--- src/hdl/fnv_pkg.sv ---
package fnv_pkg;

    // Digest width codes held in the hash_width register.
    localparam logic [1:0] WIDTH_32 = 2'd0;
    localparam logic [1:0] WIDTH_64 = 2'd1;

    // Configuration register indexes.
    localparam logic CFG_HASH_WIDTH = 1'b0;
    localparam logic CFG_XOR_FIRST  = 1'b1;

    // Offset bases.
    localparam logic [31:0] BASIS32     = 32'd2166136261;
    localparam logic [63:0] BASIS64     = 64'd14695981039346656037;
    localparam logic [63:0] BASIS128_LO = 64'h62b821756295c58d;
    localparam logic [63:0] BASIS128_HI = 64'h6c62272e07bb0142;

    // Per-beat control that travels with the byte into the hash step.
    typedef struct packed {
        logic [1:0] hash_width;
        logic       xor_first;
        logic       start_new;
    } fnv_ctrl_t;

    // Multiply by 16777619 = 2^24 + 0x193, modulo 2^32.
    function automatic logic [31:0] mul_prime32(input logic [31:0] x);
        mul_prime32 = (x << 24) + (x << 8) + (x << 7) + (x << 4) + (x << 1) + x;
    endfunction

    // Multiply by 1099511628211 = 2^40 + 0x1b3, modulo 2^64.
    function automatic logic [63:0] mul_prime64(input logic [63:0] x);
        mul_prime64 = (x << 40) + (x << 8) + (x << 7) + (x << 5) + (x << 4)
                    + (x << 1) + x;
    endfunction

    // Multiply by 2^88 + 0x13b, modulo 2^128.
    function automatic logic [127:0] mul_prime128(input logic [127:0] x);
        mul_prime128 = (x << 88) + (x << 8) + (x << 5) + (x << 4) + (x << 3)
                     + (x << 1) + x;
    endfunction

endpackage

--- src/hdl/fnv_hash_engine_unit.sv ---
// Running FNV-1 / FNV-1a hash over a byte stream, 32, 64 or 128 bits wide.
// Input channel: one message byte per beat (data_byte, start_new) on in_valid,
// with in_stall driven back. A beat with start_new set reloads the offset basis
// of the selected width before its byte is absorbed.
// Output channel: one digest per input beat on digest_high/digest_low with
// out_valid, held while out_stall is high. Narrow digests are zero-extended.
// Configuration: cfg_write with cfg_index selects hash_width (0) or xor_first
// (1); writes are to be made by the user only while no beat is in flight,
// which the block does not enforce, and apply from the next byte. Throughput
// is one byte per cycle while the receiver does not stall, set by the
// constant multiply (shift-and-add) in the hash state feedback loop.
// A one-beat input register and the output register let a new byte be taken
// while the previous digest waits; when the receiver stalls with both full,
// in_stall rises and nothing moves. Reset empties both registers, clears the
// configuration to 32-bit FNV-1 and loads the 32-bit offset basis.
module fnv_hash_engine_unit (
    input  logic        clk,
    input  logic        rst_n,
    input  logic        in_valid,
    output logic        in_stall,
    input  logic [7:0]  data_byte,
    input  logic        start_new,
    output logic        out_valid,
    input  logic        out_stall,
    output logic [63:0] digest_high,
    output logic [63:0] digest_low,
    input  logic        cfg_write,
    input  logic        cfg_index,
    input  logic [1:0]  cfg_data
);
    import fnv_pkg::*;

    logic [1:0]  hash_width_reg;
    logic        xor_first_reg;
    logic        in_valid_reg;
    logic [7:0]  byte_reg;
    logic        start_reg;
    logic        out_valid_reg;
    logic [63:0] digest_high_reg;
    logic [63:0] digest_low_reg;
    logic [63:0] hash_high_reg;
    logic [63:0] hash_low_reg;
    logic [63:0] hash_high_next;
    logic [63:0] hash_low_next;
    logic        in_accept;
    logic        advance;
    fnv_ctrl_t   ctrl;

    // Handshake: the held beat moves on whenever the output register is free.
    assign advance   = in_valid_reg && (!out_valid_reg || !out_stall);
    assign in_stall  = in_valid_reg && !advance;
    assign in_accept = in_valid && !in_stall;

    assign ctrl.hash_width = hash_width_reg;
    assign ctrl.xor_first  = xor_first_reg;
    assign ctrl.start_new  = start_reg;

    fnv_step u_step (
        .hash_high      (hash_high_reg),
        .hash_low       (hash_low_reg),
        .data_byte      (byte_reg),
        .ctrl           (ctrl),
        .hash_high_next (hash_high_next),
        .hash_low_next  (hash_low_next)
    );

    // Configuration registers.
    always_ff @(posedge clk or negedge rst_n)
    begin
        if (!rst_n)
        begin
            hash_width_reg <= WIDTH_32;
            xor_first_reg  <= 1'b0;
        end
        else if (cfg_write)
        begin
            unique case (cfg_index)
                CFG_HASH_WIDTH: hash_width_reg <= cfg_data;
                CFG_XOR_FIRST:  xor_first_reg  <= cfg_data[0];
                default:        hash_width_reg <= hash_width_reg;
            endcase
        end
    end

    // Control state: beat valid flags and the running hash.
    always_ff @(posedge clk or negedge rst_n)
    begin
        if (!rst_n)
        begin
            in_valid_reg  <= 1'b0;
            out_valid_reg <= 1'b0;
            hash_high_reg <= BASIS128_HI;
            hash_low_reg  <= {32'd0, BASIS32};
        end
        else
        begin
            if (in_accept)
            begin
                in_valid_reg <= 1'b1;
            end
            else if (advance)
            begin
                in_valid_reg <= 1'b0;
            end

            if (advance)
            begin
                out_valid_reg <= 1'b1;
                hash_high_reg <= hash_high_next;
                hash_low_reg  <= hash_low_next;
            end
            else if (!out_stall)
            begin
                out_valid_reg <= 1'b0;
            end
        end
    end

    // Payload registers.
    always_ff @(posedge clk)
    begin
        if (in_accept)
        begin
            byte_reg  <= data_byte;
            start_reg <= start_new;
        end
        if (advance)
        begin
            digest_high_reg <= hash_width_reg[1] ? hash_high_next : 64'd0;
            digest_low_reg  <= hash_low_next;
        end
    end

    assign out_valid   = out_valid_reg;
    assign digest_high = digest_high_reg;
    assign digest_low  = digest_low_reg;

endmodule

--- src/hdl/fnv_step.sv ---
module fnv_step (
    input  logic [63:0]       hash_high,
    input  logic [63:0]       hash_low,
    input  logic [7:0]        data_byte,
    input  fnv_pkg::fnv_ctrl_t ctrl,
    output logic [63:0]       hash_high_next,
    output logic [63:0]       hash_low_next
);
    import fnv_pkg::*;

    logic [127:0] x128;
    logic [127:0] m128;
    logic [63:0]  x64;
    logic [63:0]  m64;
    logic [31:0]  x32;
    logic [31:0]  m32;

    // Each width folds the byte in before or after the prime multiply.
    always_comb
    begin
        x128 = ctrl.start_new ? {BASIS128_HI, BASIS128_LO} : {hash_high, hash_low};
        x64  = ctrl.start_new ? BASIS64 : hash_low;
        x32  = ctrl.start_new ? BASIS32 : hash_low[31:0];

        if (ctrl.xor_first)
        begin
            m128 = mul_prime128(x128 ^ {120'd0, data_byte});
            m64  = mul_prime64(x64 ^ {56'd0, data_byte});
            m32  = mul_prime32(x32 ^ {24'd0, data_byte});
        end
        else
        begin
            m128 = mul_prime128(x128) ^ {120'd0, data_byte};
            m64  = mul_prime64(x64) ^ {56'd0, data_byte};
            m32  = mul_prime32(x32) ^ {24'd0, data_byte};
        end

        // Bit 1 alone selects the wide datapath; the narrow widths keep the upper half.
        if (ctrl.hash_width[1])
        begin
            hash_high_next = m128[127:64];
            hash_low_next  = m128[63:0];
        end
        else if (ctrl.hash_width == WIDTH_64)
        begin
            hash_high_next = hash_high;
            hash_low_next  = m64;
        end
        else
        begin
            hash_high_next = hash_high;
            hash_low_next  = {32'd0, m32};
        end
    end

endmodule

--- config.mk ---
export PLATFORM = sky130hd
export DESIGN_NAME = fnv_hash_engine_unit
export DESIGN_NICKNAME = d
export VERILOG_FILES = /design/src/hdl/fnv_pkg.sv /design/src/hdl/fnv_hash_engine_unit.sv /design/src/hdl/fnv_step.sv
export SDC_FILE = /design/constraint.sdc
export NUM_CORES = 2
export LEC_CHECK = 0
export BUFFER_PORTS_ARGS = -buffer_cell sky130_fd_sc_hd__buf_2
export CORE_MARGIN = 2
export CORE_UTILIZATION = 50
export DETAILED_ROUTE_END_ITERATION = 8
export HOLD_SLACK_MARGIN = 0.1
export PLACE_DENSITY = 0.79
export SLEW_MARGIN = 40
export SYNTH_ARGS = -nofsm -noshare
export SYNTH_HDL_FRONTEND = slang
export SYNTH_SLANG_ARGS = --single-unit
export TNS_END_PERCENT = 1
--- constraint.sdc ---
create_clock -name clk -period 6.8 [get_ports clk]
set_input_delay 0.68 -clock clk [delete_from_list [all_inputs] [get_ports clk]]
set_output_delay 0.68 -clock clk [all_outputs]
set_load 0.01 [all_outputs]
==> flow_metrics.env <==
export IMPL_status="finished, violations left"
export IMPL_violations="negative setup slack"
export IMPL_rows=127
export IMPL_cts_sinks=270
export IMPL_hp_start="data_byte[3]"
export IMPL_maxCapViolations=0
export IMPL_cp_num_buf_inv=7
export IMPL_setup_viol=17
export IMPL_worstHoldPathCells=1
export IMPL_crit_required_ns=7.18
export IMPL_routed_via_density=5.85
export IMPL_critPathMaxStageDelay_ns=0.45
export IMPL_cp_end_kind="flip-flop"
export IMPL_drive_gt1_share_pct=23.2
export IMPL_syn_num_nets=8194
export IMPL_tightest_slew_ns=0.899
export IMPL_worst_slack_ns=-0.233
export IMPL_fin_nets=9305
export IMPL_postSynth_topFlopCell="edfxtp_1"
export IMPL_grt_met1_usage_pct=49.6
export IMPL_cts_made_buffers=40
export IMPL_grt_use_met3_pct=9.02
export IMPL_clock_root_buffer="clkbuf_16"
export IMPL_path_common_cell="buf_4"
export IMPL_r2r_slack_ns=-0.23
export IMPL_dr_pass1_iters=7
export IMPL_grt_antenna_before_repair=8
export IMPL_dieArea_mm2=0.124
export IMPL_coreArea_mm2=0.120
export IMPL_cp_slowest_cell="fa_1"
export IMPL_cp_arrival_ns=7.41
export IMPL_syn_area_mm2=0.0608
export IMPL_hpwl_um=195000
export IMPL_wl_per_cell_um=24.6
export IMPL_worstSetupPathType="reg2reg"
export IMPL_r2r_cells=25
export IMPL_drt_iter0_drc=5624
export IMPL_die_w_um=353
export IMPL_r2r_start="start_reg"
export IMPL_grt_pass1_wl_um=347000
export IMPL_start_kind="flip-flop"
export IMPL_reg2reg_to="digest_high[56]"
export IMPL_placed_area_mm2=0.0714
export IMPL_synth_cell_types=110
export IMPL_synth_ff_latch_count=270
export IMPL_pin_count=147
export IMPL_finalWirelength_um=231000
export IMPL_grt_pass1_vias=56400
export IMPL_initial_core_util_pct=50.6
export IMPL_drc=0
export IMPL_slew_headroom_pct=40.0
export IMPL_final_cell_area_mm2=0.0740
export IMPL_grt_max_degree=110
export IMPL_rsz0062_at_grt="true"
export IMPL_worst_clock_skew_ns=0.0543
export IMPL_synth_edf_count=137
export IMPL_yosysWarnings=0
export IMPL_area_growth_pct=21.6
export IMPL_final_max_slew_viol_count=0
export IMPL_grt_use_met2_pct=55.5
export IMPL_track_usage_pct=37.1
export IMPL_clock_path_buffers=3
export IMPL_place_gp_congestion=1.11
export IMPL_period_share_pct=103
export IMPL_clock_latency_ns=0.63
export IMPL_hold_class="in2reg"
export IMPL_min_period_ns=7.03
export IMPL_syn_avg_cell_area_um2=9.16
export IMPL_async_reset_ff_share_pct=49.3
export IMPL_gr_max_usage_layer="met2"
export IMPL_synthCells=6643
export IMPL_ys_seq_area_share_pct=12.3
export IMPL_path_max_fanout=82
export IMPL_fmax_mhz=142
export IMPL_cts_tree="done"
export IMPL_drtAntennaViolNets=0
export IMPL_hold_violations=0
export IMPL_vias=55000
export IMPL_die_height_um=353
export IMPL_numPortBuffers=146
export IMPL_htreeDepth=2
export IMPL_min_to="byte_reg[3]"
export IMPL_critical_path_top_delay_family="compound AO/OA/AOI/OAI gates"
export IMPL_cts_clk_slew_worst_paths_ns=0.06
export IMPL_gr_total_overflow=0
==> cell families after synthesis <==
group / share of synthesized area (%)
and+or+nand+nor: 12.0
AOI/OAI and AO/OA: 15.1
muxes: 1.93
adders and majority gates: 44.1
xor gates and xnor gates: 5.05
DFF: 12.3
buffers and inverters: 9.54
==> cells in the mapped netlist, types with 29 or more instances <==
| master | number | area, um^2 |
|---|---|---|
| inv_1 | 1226 | 4600 |
| fa_1 | 1004 | 20100 |
| ha_1 | 530 | 6630 |
| nand2_1 | 442 | 1660 |
| a21oi_1 | 415 | 2080 |
| nor2_1 | 346 | 1300 |
| o21ai_0 | 275 | 1380 |
| xnor2_1 | 243 | 2130 |
| a21o_1 | 184 | 1380 |
| clkbuf_1 | 146 | 548 |
| edfxtp_1 | 137 | 4110 |
| nand2b_1 | 120 | 751 |
| nand4_1 | 116 | 726 |
| xor2_1 | 108 | 946 |
| dfrtp_1 | 92 | 2300 |
| or2_2 | 84 | 526 |
| nor3_1 | 79 | 395 |
| nand3_1 | 75 | 375 |
| mux2_2 | 72 | 811 |
| and2_1 | 65 | 407 |
| a31oi_1 | 62 | 388 |
| o21bai_1 | 59 | 443 |
| o211ai_1 | 56 | 420 |
| buf_2 | 49 | 245 |
| o21a_1 | 49 | 368 |
| dfstp_2 | 41 | 1080 |
| o21ai_1 | 38 | 190 |
| o31ai_1 | 33 | 248 |
| and3_1 | 31 | 194 |
| nor2b_1 | 31 | 194 |
| a211oi_1 | 29 | 218 |
==> what timing repair did <==
action                     CTS  global route
cloned                       1             1
hold buffers                 1             0
setup buffers                2             4
setup endpoints to repair   52           192
gates resized for setup     42           167
pin swaps                    5            29
hold endpoints to repair    19             0
==> final cells by class <==
cell class / instances / area, um^2
clock inverters: 24 / 330
diodes: 2 / 5.00
inverters: 1232 / 4670
flip-flops and latches: 270 / 7500
well taps: 1612 / 2020
fillers: 10100 / 46300
repair buffers: 1314 / 9860
clock buffers: 49 / 1080
multi-input cells: 4896 / 48500
==> worst max-delay path by stage <==
stage	startpoint	endpoint	slack [ns]	cells past startpoint
2_1_floorplan	start_reg	digest_low[60]	-0.04	25
3_3_place_gp	start_reg	digest_high[56]	-0.35	22
3_5_place_dp	start_reg	digest_high[56]	-0.50	22
4_1_cts	start_reg	digest_high[59]	-0.04	26
5_1_grt	start_reg	digest_high[51]	-0.23	26
6_report	start_reg	digest_high[56]	-0.23	25
==> cell usage in the layout, fill, tap and decap left out, types with 80 or more instances in the layout <==
cell	instances
nand4_1	116
nand2_1	440
buf_2	145
a21o_1	184
edfxtp_1	137
nand2b_1	117
o21ai_0	255
ha_1	523
inv_1	1204
a21oi_1	401
xor2_1	102
dfrtp_1	90
nor2_1	337
or2_2	80
buf_4	1135
xnor2_1	230
fa_1	1004
==> layer usage <==
layer / vias up / part of all wire [%] / wire length, um
li1: 24200 / - / -
met1: 27200 / 40 / 91400
met2: 2911 / 43 / 99600
met3: 620 / 11 / 24900
met4: 8 / 6.6 / 15300
met5: - / 0.019 / 44
==> through the flow <==
| step | hold slack (ns) | TNS [ns] | worst slack, ns | utilization [%] | std cells |
|---|---|---|---|---|---|
| finish | 0.230 | -1.05 | -0.233 | 61.5 | 9399 |
| detailed placement | 0.451 | -3.28 | -0.496 | 59.4 | 9314 |
| floorplan | 0.384 | -0.0545 | -0.0355 | - | 6643 |
| global placement | 0.447 | -1.90 | -0.347 | 59.3 | 9313 |
| global route | 0.228 | -6.92 | -0.230 | 61.5 | 9397 |
| CTS | 0.197 | -0.0831 | -0.0387 | 60.7 | 9391 |
Power is not shown: default switching activity piles up to over one toggle a cycle in this logic, so the estimate is an artifact.
